===== src/hdl/bkg_pkg.sv =====
// Shared types and constants for the block reverse k-group core.
package bkg_pkg;

  localparam int CFG_BITS = 5;
  localparam logic [CFG_BITS-1:0] GROUP_SIZE_RESET = CFG_BITS'(1);

  typedef enum logic {
    ST_IDLE,
    ST_EMIT
  } state_e;

  typedef struct packed {
    logic accept;  // take the input item, store it, arm a flush if due
    logic load;    // move the next buffered value into the output register
  } cmd_t;

  typedef struct packed {
    logic flush;     // the incoming item closes a group or the sequence
    logic final_ld;  // the next load is the last of the flush
    logic out_free;  // output register can take a new item this cycle
  } status_t;

endpackage


===== src/hdl/block_reverse_k_group_core.sv =====
// Top level of the block reverse k-group core.
// Usage:
//   Input channel (in_valid_i / in_stall_o) carries one value per item with a
//   last flag. Values are buffered until group_size of them are held; the
//   group then streams out in reverse order. A sequence that ends on a
//   partial group streams out in arrival order. out_last_o marks the final
//   item of the sequence.
//   group_size is written through cfg_we_i / cfg_wdata_i while idle; 0 acts
//   as 1, values above MAX_GROUP act as MAX_GROUP.
// Flow:
//   An item that does not close a group is taken without stalling the input. An
//   item that closes a group of n values is taken, then the n results leave
//   one per cycle while out_stall_i allows, through the output register
//   (single-port group store read); the input stalls until the last of them
//   is loaded into the output register. The first result passes through the
//   ST_EMIT state and then the output register.
// Reset clears the fill count and output valid and sets group_size to 1.
// While out_stall_i is high and an output item is valid, the item holds and the flush pauses.
module block_reverse_k_group_core #(
  parameter int MAX_GROUP = 16,
  parameter int DATA_BITS = 16
) (
  input  logic                         clk_i,
  input  logic                         rst_ni,
  input  logic                         cfg_we_i,
  input  logic [bkg_pkg::CFG_BITS-1:0] cfg_wdata_i,
  input  logic                         in_valid_i,
  output logic                         in_stall_o,
  input  logic [DATA_BITS-1:0]         item_value_i,
  input  logic                         item_last_i,
  output logic                         out_valid_o,
  input  logic                         out_stall_i,
  output logic [DATA_BITS-1:0]         out_value_o,
  output logic                         out_last_o
);
  import bkg_pkg::*;

  cmd_t    cmd;
  status_t status;

  bkg_ctrl u_ctrl (
    .clk_i      (clk_i),
    .rst_ni     (rst_ni),
    .in_valid_i (in_valid_i),
    .in_stall_o (in_stall_o),
    .status_i   (status),
    .cmd_o      (cmd)
  );

  bkg_dpath #(
    .MAX_GROUP (MAX_GROUP),
    .DATA_BITS (DATA_BITS)
  ) u_dpath (
    .clk_i        (clk_i),
    .rst_ni       (rst_ni),
    .cfg_we_i     (cfg_we_i),
    .cfg_wdata_i  (cfg_wdata_i),
    .item_value_i (item_value_i),
    .item_last_i  (item_last_i),
    .out_valid_o  (out_valid_o),
    .out_stall_i  (out_stall_i),
    .out_value_o  (out_value_o),
    .out_last_o   (out_last_o),
    .cmd_i        (cmd),
    .status_o     (status)
  );

endmodule


===== src/hdl/bkg_ctrl.sv =====
// Controller state machine: accepts items and sequences the flush of a group.
module bkg_ctrl (
  input  logic             clk_i,
  input  logic             rst_ni,
  input  logic             in_valid_i,
  output logic             in_stall_o,
  input  bkg_pkg::status_t status_i,
  output bkg_pkg::cmd_t    cmd_o
);
  import bkg_pkg::*;

  state_e state_q, state_d;

  always_ff @(posedge clk_i or negedge rst_ni) begin
    if (!rst_ni) begin
      state_q <= ST_IDLE;
    end else begin
      state_q <= state_d;
    end
  end

  always_comb begin
    state_d = state_q;
    case (state_q)
      ST_IDLE: begin
        if (in_valid_i && status_i.flush) begin
          state_d = ST_EMIT;
        end
      end
      ST_EMIT: begin
        if (status_i.out_free && status_i.final_ld) begin
          state_d = ST_IDLE;
        end
      end
      default: state_d = ST_IDLE;
    endcase
  end

  always_comb begin
    in_stall_o  = 1'b1;
    cmd_o       = '0;
    case (state_q)
      ST_IDLE: begin
        in_stall_o   = 1'b0;
        cmd_o.accept = in_valid_i;
      end
      ST_EMIT: begin
        cmd_o.load = status_i.out_free;
      end
      default: begin
        in_stall_o = 1'b1;
        cmd_o      = '0;
      end
    endcase
  end

  a_no_accept_in_emit: assert property (@(posedge clk_i) disable iff (!rst_ni)
    (state_q == ST_EMIT) |-> !cmd_o.accept)
    else $error("item accepted during flush");

  a_flush_enters_emit: assert property (@(posedge clk_i) disable iff (!rst_ni)
    (cmd_o.accept && status_i.flush) |=> (state_q == ST_EMIT))
    else $error("flush not started");

  a_load_exits: assert property (@(posedge clk_i) disable iff (!rst_ni)
    (cmd_o.load && status_i.final_ld) |=> (state_q == ST_IDLE))
    else $error("flush did not end after final load");

endmodule


===== src/hdl/bkg_dpath.sv =====
// Datapath: group store, fill count, flush pointer and output register.
module bkg_dpath #(
  parameter int MAX_GROUP = 16,
  parameter int DATA_BITS = 16
) (
  input  logic                         clk_i,
  input  logic                         rst_ni,
  input  logic                         cfg_we_i,
  input  logic [bkg_pkg::CFG_BITS-1:0] cfg_wdata_i,
  input  logic [DATA_BITS-1:0]         item_value_i,
  input  logic                         item_last_i,
  output logic                         out_valid_o,
  input  logic                         out_stall_i,
  output logic [DATA_BITS-1:0]         out_value_o,
  output logic                         out_last_o,
  input  bkg_pkg::cmd_t                cmd_i,
  output bkg_pkg::status_t             status_o
);
  import bkg_pkg::*;

  localparam int AW = (MAX_GROUP > 1) ? $clog2(MAX_GROUP) : 1;
  localparam int CW = $clog2(MAX_GROUP + 1);
  localparam int KW = (CW > CFG_BITS) ? CW : CFG_BITS;

  logic [CFG_BITS-1:0]  group_size_q;
  logic [CW-1:0]        fill_q, fill_d;
  logic [CW-1:0]        remain_q;
  logic [CW-1:0]        ptr_q;
  logic                 rev_q;
  logic                 last_q;
  logic                 out_valid_q;
  logic [DATA_BITS-1:0] out_value_q;
  logic                 out_last_q;
  logic [DATA_BITS-1:0] mem [MAX_GROUP];

  logic [KW-1:0] gs_ext, k_eff, n_ext;
  logic [CW-1:0] n_cnt;
  logic          full_grp;

  always_comb begin
    gs_ext = KW'(group_size_q);
    k_eff  = gs_ext;
    if (gs_ext == '0) begin
      k_eff = KW'(1);
    end else if (gs_ext > KW'(MAX_GROUP)) begin
      k_eff = KW'(MAX_GROUP);
    end
    n_cnt    = fill_q + CW'(1);
    n_ext    = KW'(n_cnt);
    full_grp = (n_ext >= k_eff);
  end

  assign status_o.flush    = full_grp || item_last_i;
  assign status_o.final_ld = (remain_q == CW'(1));
  assign status_o.out_free = !out_valid_q || !out_stall_i;

  always_comb begin
    fill_d = fill_q;
    if (cmd_i.accept) begin
      fill_d = status_o.flush ? '0 : n_cnt;
    end
  end

  always_ff @(posedge clk_i or negedge rst_ni) begin
    if (!rst_ni) begin
      group_size_q <= GROUP_SIZE_RESET;
      fill_q       <= '0;
      remain_q     <= '0;
      out_valid_q  <= 1'b0;
    end else begin
      if (cfg_we_i) begin
        group_size_q <= cfg_wdata_i;
      end
      fill_q <= fill_d;
      if (cmd_i.accept && status_o.flush) begin
        remain_q <= n_cnt;
      end else if (cmd_i.load) begin
        remain_q <= remain_q - CW'(1);
      end
      if (cmd_i.load) begin
        out_valid_q <= 1'b1;
      end else if (!out_stall_i) begin
        out_valid_q <= 1'b0;
      end
    end
  end

  always_ff @(posedge clk_i) begin
    if (cmd_i.accept) begin
      mem[fill_q[AW-1:0]] <= item_value_i;
      if (status_o.flush) begin
        rev_q  <= full_grp;
        last_q <= item_last_i;
        ptr_q  <= full_grp ? fill_q : '0;
      end
    end else if (cmd_i.load) begin
      ptr_q <= rev_q ? (ptr_q - CW'(1)) : (ptr_q + CW'(1));
    end
    if (cmd_i.load) begin
      out_value_q <= mem[ptr_q[AW-1:0]];
      out_last_q  <= last_q && (remain_q == CW'(1));
    end
  end

  assign out_valid_o = out_valid_q;
  assign out_value_o = out_value_q;
  assign out_last_o  = out_last_q;

  a_fill_bound: assert property (@(posedge clk_i) disable iff (!rst_ni)
    fill_q < CW'(MAX_GROUP))
    else $error("fill count out of range");

  a_load_has_data: assert property (@(posedge clk_i) disable iff (!rst_ni)
    cmd_i.load |-> (remain_q != '0))
    else $error("load with nothing buffered");

  a_accept_load_excl: assert property (@(posedge clk_i) disable iff (!rst_ni)
    cmd_i.accept |-> !cmd_i.load)
    else $error("accept and load together");

  a_flush_arms: assert property (@(posedge clk_i) disable iff (!rst_ni)
    (cmd_i.accept && status_o.flush) |=> (remain_q != '0 && fill_q == '0))
    else $error("flush not armed");

endmodule

===== config.mk =====
export PLATFORM = sky130hd
export DESIGN_NAME = block_reverse_k_group_core
export DESIGN_NICKNAME = d
export VERILOG_FILES = /design/src/hdl/bkg_pkg.sv /design/src/hdl/block_reverse_k_group_core.sv /design/src/hdl/bkg_ctrl.sv /design/src/hdl/bkg_dpath.sv
export SDC_FILE = /design/constraint.sdc
export NUM_CORES = 1
export LEC_CHECK = 0
export BUFFER_PORTS_ARGS = -buffer_cell sky130_fd_sc_hd__buf_2
export CAP_MARGIN = 20
export CELL_PAD_IN_SITES_DETAIL_PLACEMENT = 0
export CELL_PAD_IN_SITES_GLOBAL_PLACEMENT = 1
export CORE_AREA = 2 2 166 209
export CTS_BUF_LIST = sky130_fd_sc_hd__clkbuf_8
export CTS_CLUSTER_DIAMETER = 120
export DETAILED_ROUTE_END_ITERATION = 12
export DIE_AREA = 0 0 168 211
export GPL_ROUTABILITY_DRIVEN = 0
export PLACE_DENSITY_LB_ADDON = 0.1
export SYNTH_ARGS = -nofsm -noshare
export SYNTH_HDL_FRONTEND = slang
export SYNTH_SLANG_ARGS = --single-unit
export TNS_END_PERCENT = 1

===== constraint.sdc =====
create_clock -name clk_i -period 6.04 [get_ports clk_i]
set_input_delay 0.604 -clock clk_i [delete_from_list [all_inputs] [get_ports clk_i]]
set_output_delay 0.604 -clock clk_i [all_outputs]
set_load 0.01 [all_outputs]

* Word-level counts from Yosys, hierarchy flattened
Memory sizes are Yosys's and may differ from the RTL's. A register that Yosys moved wholly into a read port is not among the register bits.
Cells that the tools add are included.
** Word-level totals
- Memory bits (read-only) :: 0
- Logic and storage cells :: 53
- Bits in registers :: 25
- Output and inout bits :: 19
- Bits in writable memories :: 256
- Memories kept :: 1
- Input port bits :: 27
- Bits in latches :: 0
** Memories
- u_dpath.mem :: words 16, bits a word 16, rd ports 1, clocked after memory_dff 1, write ports 1, line bkg_dpath.sv:34 : logic [DATA_BITS-1:0] mem [MAX_GROUP];
** Cells by class
- Bitwise logic cells :: 1
- Multiplexer cells :: 20
- Divide/modulo/power cells :: 0
- $lt $le $gt $ge :: 2
- Reduce and logical (&&, ||, !) cells :: 13
- Add/subtract/negate cells :: 4
- Shift-type cells :: 0
- Equality and inequality tests :: 3
- Multiply operators :: 0
** Operators by type and width (count)
- $mux W5 :: 10
- $add A5 B1 Y5 const B :: 2
- $sub A5 B1 Y5 const B :: 2
- $mux W1 :: 9
- $eq A5 B1 Y1 const B :: 1
- $ge A5 B5 Y1 :: 1
- $gt A5 B5 Y1 const B :: 1
- $logic_not A5 Y1 :: 1
- $logic_and A1 B1 Y1 :: 4
- $reduce_and A2 Y1 :: 2
- $reduce_bool A2 Y1 :: 2
- $logic_not A1 Y1 :: 2
- $logic_or A1 B1 Y1 :: 2
- $ne A2 B1 Y1 const B :: 1
- $ne A2 B2 Y1 const B :: 1
- $pmux W1 S2 :: 1
- $not A1 Y1 :: 1

* Longest topological paths before layout
Gate-level depths: netlist of run 1.
- Depth in word-level cells :: 8
- Depth in mapped cells :: 9
- Gate-level depth less buffers :: 9

* By module
A second synthesis of run 1 with hierarchy kept.
** Unflattened totals
- Cell total of the unflattened synthesis :: 564
- Area total of the unflattened synthesis :: 11601.1 µm²
** Modules (own cells, without submodules)
- bkg_dpath :: cells an instance 559, area an instance 11544.8 µm², times used 1, sequential area each 8779.7 µm²
- bkg_ctrl :: cells an instance 5, area an instance 56.3 µm², times used 1, sequential area each 25.0 µm²

* Worst setup path before layout of run 1
OpenSTA, ideal clock, no wires.
- Kind :: register to register
- From :: register u_dpath.fill_q[0]
- To :: register u_dpath.remain_q[2]
- Cell stages (with the launch flop) :: 10
- Library setup time :: 0.128 ns
- Arrival :: 2.347 ns
- Clock period less this slack :: 2.475 ns
- Path buffers :: 0
- Required time :: 5.912 ns
- Path slack :: 3.565 ns
- Path through :: dfrtp_1 ha_1 nand3_1 xor2_1 inv_1 ha_1 a21oi_1 a21o_1 o21a_1 mux2_1
** On the way
- Longest elaborated chain between the ends :: 5
- Elaborated cells between the ends (all ways) :: 6
- Classes of those cells :: add/sub (1); order compare (1); mux (1); reduce/logical (3)
** Ends and longest elaborated chain
- start, declared :: line bkg_dpath.sv:26 : logic [CW-1:0] fill_q, fill_d;
- start signal, assigned :: line bkg_dpath.sv:74 : fill_q <= fill_d;
- $add A5 B1 Y5 (*) :: line bkg_dpath.sv:48 : n_cnt = fill_q + CW'(1);
- $ge A5 B5 Y1 :: line bkg_dpath.sv:50 : full_grp = (n_ext >= k_eff);
- $logic_or A1 B1 Y1 :: line bkg_dpath.sv:53 : assign status_o.flush = full_grp || item_last_i;
- $logic_and A1 B1 Y1 :: line bkg_dpath.sv:75 : if (cmd_i.accept && status_o.flush) begin
- $mux W5 or $reduce_bool A2 Y1 (tied branches)
- end signal, assigned :: line bkg_dpath.sv:76 : remain_q <= n_cnt;
- end signal, assigned :: line bkg_dpath.sv:78 : remain_q <= remain_q - CW'(1);
- end, declared :: line bkg_dpath.sv:27 : logic [CW-1:0] remain_q;
Every way passes the cells marked *; elsewhere a longest branch is shown, timed or not.
A chain may end at the register's enable or synchronous reset.

* Worst setup path after layout of run 1
Same ends and word-level chain as after synthesis.

==> impl_metrics.ini, run 1 <==
[sta]
timing.final.hold_violations = 0
holdWs_ns = 0.257
post-route-min-period_ns = 2.96
timing.fmax_ghz = 0.338
unrepaired_setup_endpoints_after_global_routing = no
final_min_period_over_clock_period = 0.490
max_slew_margin = 0.331
finalMaxSlewViolations = 0
fin_worst_skew_ns = 0.0174
report.final.setup_viol = 0
setup_tns_after_final_layout_ns = 0
tightest_slew_ns = 1.00

[cells_and_area]
design_area_um2 = 13200
drive_gt1_frac = 0.310
syn_to_final_growth_pct = 13.6
antenna-diode-count = 0
filler_cell_count = 2997
net_count_of_the_finished_layout = 656

[route]
routedWlPerCell_um = 23.8
routed_wirelength_mm = 25.6
via_per_inst = 5.01
number_of_design_rule_violations_left_after_detail_routing = 0
vias = 5385
m1WireLength_mm = 10.3
ant_nets = 0
met2RoutedLength_mm = 13.5
route.top_layer_used = met4
drtPass1Iterations = 5
met3RoutedLength_mm = 1.18
drtIter0Drc = 391

[clock_tree]
clock_path_buffers = 3
cts-buffers-inserted = 48
clock_root_cell = sky130_fd_sc_hd__clkbuf_8
cts.repair_timing.setup_buffer_count = 0
clkLatencyLatePin_ns = 0.56
clk_pin_slew_worst_setup_hold_paths_ns = 0.06
clock_sink_count = 296
cts_htree_levels = 2
cts_tree = yes

[die]
placementRows = 75
die-area_um2 = 35400
ioPinCount = 46
core-area_um2 = 33300
fp.dieH_um = 211
initial_core_util = 0.349
dieWidth_um = 168

[pwr]
clockPowerShare = 0.268
power_report.internal_total_uw = 3990
cellPowerDensity_nw_per_um2 = 428
p_comb_frac = 0.270
ir_drop_uv = 266
total_switching_power_uw = 1650
sequential_power_share = 0.462
swShare = 0.293
p_leak_uw = 0.00441

[yosys]
ys_seq_elements = 296
avgSynthCellArea_um2 = 22.0
synth-async-reset-ratio = 0.0574
synth_top_area_share = 0.721
yosys_warnings = 0
synth_top_cell_by_area = sky130_fd_sc_hd__edfxtp_1
synth-main-ff-cell = sky130_fd_sc_hd__edfxtp_1
synth-seq-area-share = 0.758
synth_edf_count = 279
post_synth_num_cell_types = 41
synth_nets = 570
postSynthCellCount = 529
ys_top_cells_by_area = sky130_fd_sc_hd__edfxtp_1 (72%), sky130_fd_sc_hd__mux4_2 (16%), sky130_fd_sc_hd__dfrtp_1 (3.4%), sky130_fd_sc_hd__ha_1 (1.4%), sky130_fd_sc_hd__nand2_1 (0.68%)
synth_area_um2 = 11600

[global_route]
gr-total-overflow = 0
global_route_wire_length_before_repair_mm = 38.5
antenna_found_initial = 0
global_route.usage.total = 0.150
largest_net_degree_at_the_start_of_global_routing = 61
number_of_global_route_vias_before_repair = 6085

[worst_setup_path]
timing.setup.critical_path_class = reg -> reg
critical_path_peak_fanout = 8
crit_buf_inv = 1
setup.worst_path.start_class = register
cp_top_family = compound AO/OA/AOI/OAI gates
path_cells = ha_1, nand3_1, xor2_1, inv_1, ha_1, a21oi_1, a21o_1, o21a_1, mux2_1
timing.critical_path.to_type = register
cp_common_cell = sky130_fd_sc_hd__ha_1
timing.critical_path.slowest_cell_delay_ns = 0.50
data_required_time_at_the_worst_endpoint_ns = 6.48
worstPathArrival_ns = 3.40
cp_slowest_cell = sky130_fd_sc_hd__dfrtp_1

[job]
max_cap_violations = 0

[place]
post-dp-hpwl_mm = 15.1
io_buffers = 45
dpl_cell_area_um2 = 12300

[hold_path]
type_of_the_worst_min_delay_path = in -> reg

[run_status]
outcome = finished clean
-- flip-flops by register name, indices dropped and copies added (netlist names) --
register	flops
u_dpath.remain_q	5
u_dpath.out_last_o	1
u_dpath.ptr_q	4
u_ctrl.state_q	1
u_dpath.group_size_q	5
u_dpath.mem	256
u_dpath.rev_q	1
u_dpath.fill_q	5
u_dpath.out_value_o	16
u_dpath.out_valid_o	1
u_dpath.last_q	1
-- cells in the mapped netlist (3+ instances only) --
| cell type | instances |
|---|---|
| sky130_fd_sc_hd__edfxtp_1 | 279 |
| sky130_fd_sc_hd__mux4_2 | 80 |
| sky130_fd_sc_hd__nand2_1 | 21 |
| sky130_fd_sc_hd__dfrtp_1 | 16 |
| sky130_fd_sc_hd__ha_1 | 13 |
| sky130_fd_sc_hd__inv_1 | 13 |
| sky130_fd_sc_hd__and2_1 | 11 |
| sky130_fd_sc_hd__and3_1 | 6 |
| sky130_fd_sc_hd__buf_1 | 6 |
| sky130_fd_sc_hd__buf_2 | 6 |
| sky130_fd_sc_hd__clkbuf_1 | 6 |
| sky130_fd_sc_hd__nor2_1 | 6 |
| sky130_fd_sc_hd__o211ai_1 | 6 |
| sky130_fd_sc_hd__o22ai_1 | 5 |
| sky130_fd_sc_hd__a21oi_1 | 4 |
| sky130_fd_sc_hd__mux2_2 | 4 |
| sky130_fd_sc_hd__nand3_1 | 4 |
| sky130_fd_sc_hd__xnor2_1 | 4 |
| sky130_fd_sc_hd__xor2_1 | 4 |
| sky130_fd_sc_hd__a21o_1 | 3 |
| sky130_fd_sc_hd__buf_6 | 3 |
| sky130_fd_sc_hd__nand2b_1 | 3 |
| sky130_fd_sc_hd__nor3_1 | 3 |
-- worst paths after layout --
check                                         startpoint                                  end  cells past startpoint  slack (ns)
max in group asynchronous                         rst_ni  u_dpath.group_size_q[0]$_DFFE_PN1P_                      2        5.21
max                        u_dpath.fill_q[0]$_DFFE_PN0P_      u_dpath.remain_q[2]$_DFFE_PN0P_                      9        3.08
min in group asynchronous                         rst_ni      u_dpath.remain_q[2]$_DFFE_PN0P_                      2        0.50
min                                       cfg_wdata_i[4]  u_dpath.group_size_q[4]$_DFFE_PN0P_                      3        0.26
max reg2reg                u_dpath.fill_q[0]$_DFFE_PN0P_      u_dpath.remain_q[2]$_DFFE_PN0P_                      9        3.08
min reg2reg                u_dpath.fill_q[4]$_DFFE_PN0P_        u_dpath.fill_q[4]$_DFFE_PN0P_                      2        0.52
-- power by group through the flow --
stage / Combinational, µW / Clock, µW / Sequential, µW
floorplan: 1150 / 0 / 2610
global placement: 1580 / 0 / 2650
detailed placement: 1580 / 0 / 2660
CTS: 1580 / 1580 / 2620
global route: 1660 / 1660 / 2630
finish: 1520 / 1520 / 2610
-- logic make-up (layout without fill, tap and decap cells) --
family                   count (synthesis)  count (layout)  synth area share
AND/OR/NAND/NOR                         57              57            0.0242
XOR/XNOR                                 8               8           0.00603
AO/OA/AOI/OAI                           31              31            0.0192
buffers and inverters                   37             160            0.0165
flip-flops                             296             296             0.758
adder cells (fa/ha/maj)                 14              14            0.0157
multiplexers                            86              86             0.161
-- through the flow --
step	total power (µW)	worst slack (ns)	instances	util
detailed placement	4230	3.07	986	0.371
global placement	4220	3.14	986	0.371
global route	5960	2.82	1075	0.396
floorplan	3760	3.57	529	-
finish	5650	3.08	1075	0.396
CTS	5770	3.07	1074	0.396
-- layer usage --
metal | up-vias | global-route usage
li1 | 2373 | -
met1 | 2851 | 0.182
met2 | 115 | 0.268
met3 | 46 | 0.0289
met4 | 0 | 0.0513
met5 | - | 0
-- worst reg2reg max path: stages (launching register included) --
cell	delay, ns
sky130_fd_sc_hd__dfrtp_1	0.50
sky130_fd_sc_hd__ha_1	0.36
sky130_fd_sc_hd__nand3_1	0.13
sky130_fd_sc_hd__xor2_1	0.29
sky130_fd_sc_hd__inv_1	0.08
sky130_fd_sc_hd__ha_1	0.31
sky130_fd_sc_hd__a21oi_1	0.27
sky130_fd_sc_hd__a21o_1	0.23
sky130_fd_sc_hd__o21a_1	0.32
sky130_fd_sc_hd__mux2_1	0.36
-- placed cells by master (no fill, tap or decap), drive strengths merged, types with 2 or more instances in the layout --
| cell | synthesis | layout |
|---|---|---|
| o21ai | 2 | 2 |
| a21oi | 4 | 4 |
| nor3 | 3 | 3 |
| o22ai | 5 | 5 |
| dfrtp | 16 | 16 |
| mux2 | 5 | 5 |
| and2 | 11 | 11 |
| nand2b | 3 | 3 |
| inv | 13 | 26 |
| a21o | 3 | 3 |
| nor2 | 6 | 6 |
| and3 | 6 | 6 |
| edfxtp | 279 | 279 |
| ha | 13 | 13 |
| xnor2 | 4 | 4 |
| o31ai | 2 | 2 |
| o21a | 2 | 2 |
| clkinv | 1 | 26 |
| clkbuf | 6 | 49 |
| xor2 | 4 | 4 |
| nand2 | 21 | 21 |
| o2111ai | 2 | 2 |
| o211ai | 6 | 6 |
| nand3 | 4 | 4 |
| buf | 17 | 58 |
| mux4 | 80 | 80 |
-- area by class of cell --
class / count / area [µm²] / share of cell area
Multi-Input combinational cell: 196 / 2630 / 0.199
Tap cell: 423 / 529 / 0.0401
Clock inverter: 38 / 151 / 0.0115
Sequential cell: 296 / 8800 / 0.667
Inverter: 14 / 52.6 / 0.00398
Clock buffer: 49 / 674 / 0.0511
Timing Repair Buffer: 59 / 353 / 0.0267
-- timing repair --
action,4_1_cts,5_1_grt
hold buffers,1,0
gates resized for setup,0,0
hold endpoints to repair,16,0
(Power assumes the default switching activity.)
==> run 2, diff against run 1 <==
==> constraint.sdc (replaced) <==
create_clock -name clk_i -period 2.38 [get_ports clk_i]
set_input_delay 0.238 -clock clk_i [delete_from_list [all_inputs] [get_ports clk_i]]
set_output_delay 0.238 -clock clk_i [all_outputs]
set_load 0.01 [all_outputs]
==> run 2 against run 1 <==
  * Via count grew 2.5%
  * Combinational power rose to 2.8 times the previous value
  * Utilization increased by 1.8 points
  * Register-to-register slack got worse by 3.0 ns
  * Sequential power rose to 2.5 times the previous value
  * Clock-buffer cell count rose by 1
  * Non-clock buffer count rose by 41
  * Design area rose by 4.5%
  * Critical endpoint unchanged
  * Largest power group unchanged
==> impl_metrics.ini, run 2 (same netlist as run 1, synthesis figures left out) <==
[worst_setup_path]
reg2regPathDepth = 7
reg2reg_setup_slack_ns = 0.1
crit-reg2reg-capture = u_dpath.remain_q[2]$_DFFE_PN0P_
data_required_time_at_the_worst_endpoint_ns = 2.83
critical_path_peak_fanout = 6
timing.critical_path.to_type = register
timing.setup.critical_path_class = reg -> reg
crit-reg2reg-launch = u_dpath.fill_q[0]$_DFFE_PN0P_
worst_setup_path_startpoint = u_dpath.fill_q[0]$_DFFE_PN0P_
setup.worst_path.start_class = register
worstPathArrival_ns = 2.73

[route]
routedWlPerCell_um = 23.4
routed_wirelength_mm = 26.0
via_per_inst = 4.98
ant_nets = 0
drtIter0Drc = 376
number_of_design_rule_violations_left_after_detail_routing = 0
vias = 5519
drtPass1Iterations = 4

[clock_tree]
clkLatencyLatePin_ns = 0.57
clock_sink_count = 296
clock_path_buffers = 3
clock_root_cell = sky130_fd_sc_hd__clkbuf_8
cts.repair_timing.setup_buffer_count = 0
clk_pin_slew_worst_setup_hold_paths_ns = 0.06
cts_htree_levels = 2
cts-buffers-inserted = 47
cts_tree = yes

[die]
core-area_um2 = 33300
initial_core_util = 0.349
ioPinCount = 46
placementRows = 75
fp.dieH_um = 211
die-area_um2 = 35400
dieWidth_um = 168

[sta]
fin_worst_skew_ns = 0.0225
final_min_period_over_clock_period = 0.959
report.final.setup_viol = 0
timing.fmax_ghz = 0.438
timing.final.hold_violations = 0
final_critical_path_setup_slack_ns = 0.0966
tightest_slew_ns = 0.513
max_slew_margin = 0.658
finalMaxSlewViolations = 0
unrepaired_setup_endpoints_after_global_routing = yes
post-route-min-period_ns = 2.28
holdWs_ns = 0.0456

[cells_and_area]
syn_to_final_growth_pct = 18.7
drive_gt1_frac = 0.340
layout_common_cells = sky130_fd_sc_hd__edfxtp_1 (279), sky130_fd_sc_hd__mux4_2 (80), sky130_fd_sc_hd__clkbuf_8 (50)
filler_cell_count = 2920
seqCellArea_um2 = 8800
multiInputGateArea_um2 = 2660
mostFrequentLayoutCell = sky130_fd_sc_hd__edfxtp_1
largest_reg_flops = 256
net_count_of_the_finished_layout = 696
antenna-diode-count = 0

[job]
max_cap_violations = 0

[global_route]
global_route.usage.total = 0.152
number_of_global_route_vias_before_repair = 6037
grt.met3_usage = 0.0315
global_route_wire_length_before_repair_mm = 38.9
gr-total-overflow = 0
largest_net_degree_at_the_start_of_global_routing = 45
globalRouteMet1Util = 0.190
met2_usage = 0.268
antenna_found_initial = 1
grt.busiest_layer = met2

[pwr]
total_switching_power_uw = 4220
cellPowerDensity_nw_per_um2 = 1080
total_power_uw = 14800
p_leak_uw = 0.00468
power_report.internal_total_uw = 10600
ir_drop_uv = 588
clockPowerShare = 0.270
sequential_power_share = 0.440
swShare = 0.284
p_comb_frac = 0.290

[hold_path]
worst_hold_path.endpoint = u_dpath.mem[4][13]$_DFFE_PP_
type_of_the_worst_min_delay_path = in -> reg
whs_path_depth = 1
hold_path_startpoint = item_value_i[13]

[run_status]
outcome = finished clean

[place]
io_buffers = 45
post-dp-hpwl_mm = 15.0
dp_worst_setup_slack_ns = 0.0149
## run 2: changes by cell type in the layout (fill, tap and decap cells not counted), sizes merged
cell	previous run	this run
buf	58	86
clkbuf	49	50
bufinv	0	2
clkinv	26	13
dlygate4sd3	1	14
inv	26	29
## run 2: layout make-up
cell class              count  area share
well taps                 423      0.0384
clock inverters            30      0.0122
inverters                  14     0.00381
flip-flops and latches    296       0.638
multi-input cells         196       0.193
clock buffers              50      0.0499
repair buffers            100      0.0642
## run 2: worst max path at each step
stage                                                  to  slack [ns]  cells past startpoint
after floorplan           u_dpath.remain_q[2]$_DFFE_PN0P_        0.01                      9
after global placement    u_dpath.remain_q[2]$_DFFE_PN0P_        0.06                      7
after detailed placement  u_dpath.remain_q[2]$_DFFE_PN0P_        0.01                      7
after CTS                 u_dpath.remain_q[2]$_DFFE_PN0P_        0.03                      7
after global routing      u_dpath.remain_q[2]$_DFFE_PN0P_      -0.005                      7
final                     u_dpath.remain_q[2]$_DFFE_PN0P_         0.1                      7
## run 2: worst max-delay path, stage by stage, from the launching register on
cell	delay, ns
sky130_fd_sc_hd__dfrtp_1	0.38
sky130_fd_sc_hd__ha_1	0.25
sky130_fd_sc_hd__xor2_1	0.24
sky130_fd_sc_hd__ha_1	0.31
sky130_fd_sc_hd__a21o_1	0.22
sky130_fd_sc_hd__a31oi_4	0.23
sky130_fd_sc_hd__o21a_4	0.21
sky130_fd_sc_hd__mux2_1	0.33
## run 2: repair_timing
action,4_1_cts,5_1_grt
hold buffers,14,0
gates cloned,0,0
gates resized for setup,1,3
endpoints found under the hold margin,24,0
pin swaps,0,2
endpoints found under the setup margin,1,7
## run 2: metrics by stage
| stage | TNS, ns | instance area (µm²) | util | cells |
|---|---|---|---|---|
| 2_1_floorplan | 0 | 11600 | - | 529 |
| 3_3_place_gp | 0 | 12800 | 0.383 | 1015 |
| 3_5_place_dp | 0 | 12800 | 0.383 | 1015 |
| 4_1_cts | 0 | 13800 | 0.414 | 1109 |
| 5_1_grt | -0.00493 | 13800 | 0.414 | 1109 |
| 6_report | 0 | 13800 | 0.414 | 1109 |
## run 2: routing by layer
layer | vias to the layer above | part of all wire
li1 | 2453 | -
met1 | 2891 | 0.42
met2 | 135 | 0.52
met3 | 38 | 0.043
met4 | 2 | 0.019
met5 | - | 0.00038
## run 2: power groups by stage
stage	Combinational, µW	Sequential [µW]	Clock, µW
3_3_place_gp	4330	6630	0
3_5_place_dp	4370	6650	0
2_1_floorplan	2940	6630	0
6_report	4300	6530	4010
4_1_cts	4430	6540	4160
5_1_grt	4680	6590	4370
==> run 3, diff against run 2 <==
==> constraint.sdc (replaced) <==
create_clock -name clk_i -period 2.38 [get_ports clk_i]
set_input_delay 0.476 -clock clk_i [delete_from_list [all_inputs] [get_ports clk_i]]
set_output_delay 0.476 -clock clk_i [all_outputs]
set_load 0.01 [all_outputs]
==> run 3 against run 2 <==
  * First-iteration DRC count is 8.2% lower
  * Non-clock buffer count is 11 lower
  * Wire length is 0.62% lower
  * Hold slack better by 0.079 ns
  * Die area stayed put
  * Utilization is 0.35 points lower
  * Register-to-register slack better by 0.07 ns
  * Clock-buffer cell count is 2 higher
  * Clock skew is 0.0050 ns higher
  * Maximum frequency is 3.3% higher
==> impl_metrics.ini, run 3 (same netlist as run 1, synthesis figures left out) <==
[run_status]
outcome = finished clean

[die]
dieWidth_um = 168
fp.dieH_um = 211
initial_core_util = 0.349
ioPinCount = 46
die-area_um2 = 35400
core-area_um2 = 33300
placementRows = 75

[worst_setup_path]
worst_setup_path_startpoint = u_dpath.fill_q[0]$_DFFE_PN0P_
crit_buf_inv = 1
cp_slowest_cell = sky130_fd_sc_hd__dfrtp_1
setup.worst_path.start_class = register
crit-reg2reg-launch = u_dpath.fill_q[0]$_DFFE_PN0P_
worstSetupPathDepth = 9
reg2reg_setup_slack_ns = 0.17
timing.critical_path.to_type = register
data_required_time_at_the_worst_endpoint_ns = 2.85
path_cells = ha_2, nand3_1, xor2_2, inv_1, ha_1, a21oi_2, a21o_1, o21a_4, mux2_1
critical_path_peak_fanout = 5
timing.setup.critical_path_class = reg -> reg
worstPathArrival_ns = 2.68
cp_top_family = compound AO/OA/AOI/OAI gates
crit-reg2reg-capture = u_dpath.remain_q[2]$_DFFE_PN0P_
worstSetupEndpoint = u_dpath.remain_q[2]$_DFFE_PN0P_
timing.critical_path.slowest_cell_delay_ns = 0.38
reg2regPathDepth = 9

[job]
max_cap_violations = 0

[cells_and_area]
largest_reg_flops = 256
design_area_um2 = 13700
net_count_of_the_finished_layout = 686
mostFrequentLayoutCell = sky130_fd_sc_hd__edfxtp_1
drive_gt1_frac = 0.355
syn_to_final_growth_pct = 17.7
layout_common_cells = sky130_fd_sc_hd__edfxtp_1 (279), sky130_fd_sc_hd__mux4_2 (80), sky130_fd_sc_hd__clkbuf_8 (52)
antenna-diode-count = 0

[clock_tree]
clock_path_buffers = 3
cts_htree_levels = 2
clk_pin_slew_worst_setup_hold_paths_ns = 0.06
cts_tree = yes
clock_root_cell = sky130_fd_sc_hd__clkbuf_8
cts-buffers-inserted = 48
clock_sink_count = 296
clkLatencyLatePin_ns = 0.58

[sta]
timing.fmax_ghz = 0.452
finalMaxSlewViolations = 0
timing.final.hold_violations = 0
post-route-min-period_ns = 2.21
final_min_period_over_clock_period = 0.929
tightest_slew_ns = 0.625
report.final.setup_viol = 0
unrepaired_setup_endpoints_after_global_routing = no
max_slew_margin = 0.583
setup_tns_after_final_layout_ns = 0
fin_worst_skew_ns = 0.0275

[place]
io_buffers = 45
post-dp-hpwl_mm = 14.9
dpl_cell_area_um2 = 12800

[global_route]
global_route.usage.total = 0.151
number_of_global_route_vias_before_repair = 6092
global_route_wire_length_before_repair_mm = 38.7
largest_net_degree_at_the_start_of_global_routing = 45
gr-total-overflow = 0
antenna_found_initial = 1

[pwr]
ir_drop_uv = 491
cellPowerDensity_nw_per_um2 = 1080
p_leak_uw = 0.00462

[hold_path]
hold_path_startpoint = item_last_i
type_of_the_worst_min_delay_path = in -> reg

[route]
vias = 5487
number_of_design_rule_violations_left_after_detail_routing = 0
drtIter0Drc = 345
ant_nets = 0
via_per_inst = 4.98
drtPass1Iterations = 4
routedWlPerCell_um = 23.4
routed_wirelength_mm = 25.8
==> run 3: area by class of cell <==
class                      count  area (µm²)
clock buffer                  52         716
clock inverter                32         161
fill                        2967       19600
inverter                      14        52.6
multi-input combinational    196        2670
sequential                   296        8800
tap                          423         529
timing repair buffer          89         746
==> run 3: worst min path at each step <==
stage / endpoint / cells after the start
after floorplan: u_ctrl.state_q$_DFF_PN0_ / 0
after global placement: u_dpath.out_valid_o$_DFFE_PN0P_ / 1
after detailed placement: u_dpath.out_valid_o$_DFFE_PN0P_ / 1
after CTS: u_dpath.last_q$_DFFE_PP_ / 1
after global routing: u_dpath.last_q$_DFFE_PP_ / 1
final: u_dpath.last_q$_DFFE_PP_ / 1
==> run 3: worst register-to-register path, cell delays in order, from the launching register on <==
cell and delay, ns:
sky130_fd_sc_hd__dfrtp_1 0.38, sky130_fd_sc_hd__ha_2 0.22, sky130_fd_sc_hd__nand3_1 0.12, sky130_fd_sc_hd__xor2_2 0.16, sky130_fd_sc_hd__inv_1 0.06, sky130_fd_sc_hd__ha_1 0.31, sky130_fd_sc_hd__a21oi_2 0.16, sky130_fd_sc_hd__a21o_1 0.20
sky130_fd_sc_hd__o21a_4 0.18, sky130_fd_sc_hd__mux2_1 0.32
==> run 3: metrics by stage <==
stage,std cells,worst slack (ns),total power (µW),hold slack (ns),util
after detailed placement,1017,0.0455,11000,0.433,0.383
after global placement,1017,0.0683,11000,0.425,0.383
final,1102,0.170,14800,0.124,0.410
after floorplan,529,0.0119,9570,0.180,-
after CTS,1102,0.0338,15100,0.0915,0.410
after global routing,1102,0.000597,15700,0.0886,0.410
==> run 3: metal layers <==
layer / up-vias / wire length (µm) / GRT usage
met3: 41 / 1020 / 0.0315
met1: 2902 / 11000 / 0.192
met4: 2 / 505 / 0.0498
li1: 2435 / - / -
met2: 107 / 13300 / 0.260
met5: - / 11 / 0
==> run 3: what timing repair did <==
item,CTS,global route
buffers inserted,0,0
hold buffers,1,0
endpoints found under the hold margin,16,0
endpoints found under the setup margin,0,20
gates resized for setup,0,5
==> run 3: where the power goes <==
part	internal, µW	switching [µW]
Sequential	6290	263
Combinational	2190	2070
Clock	2110	1920
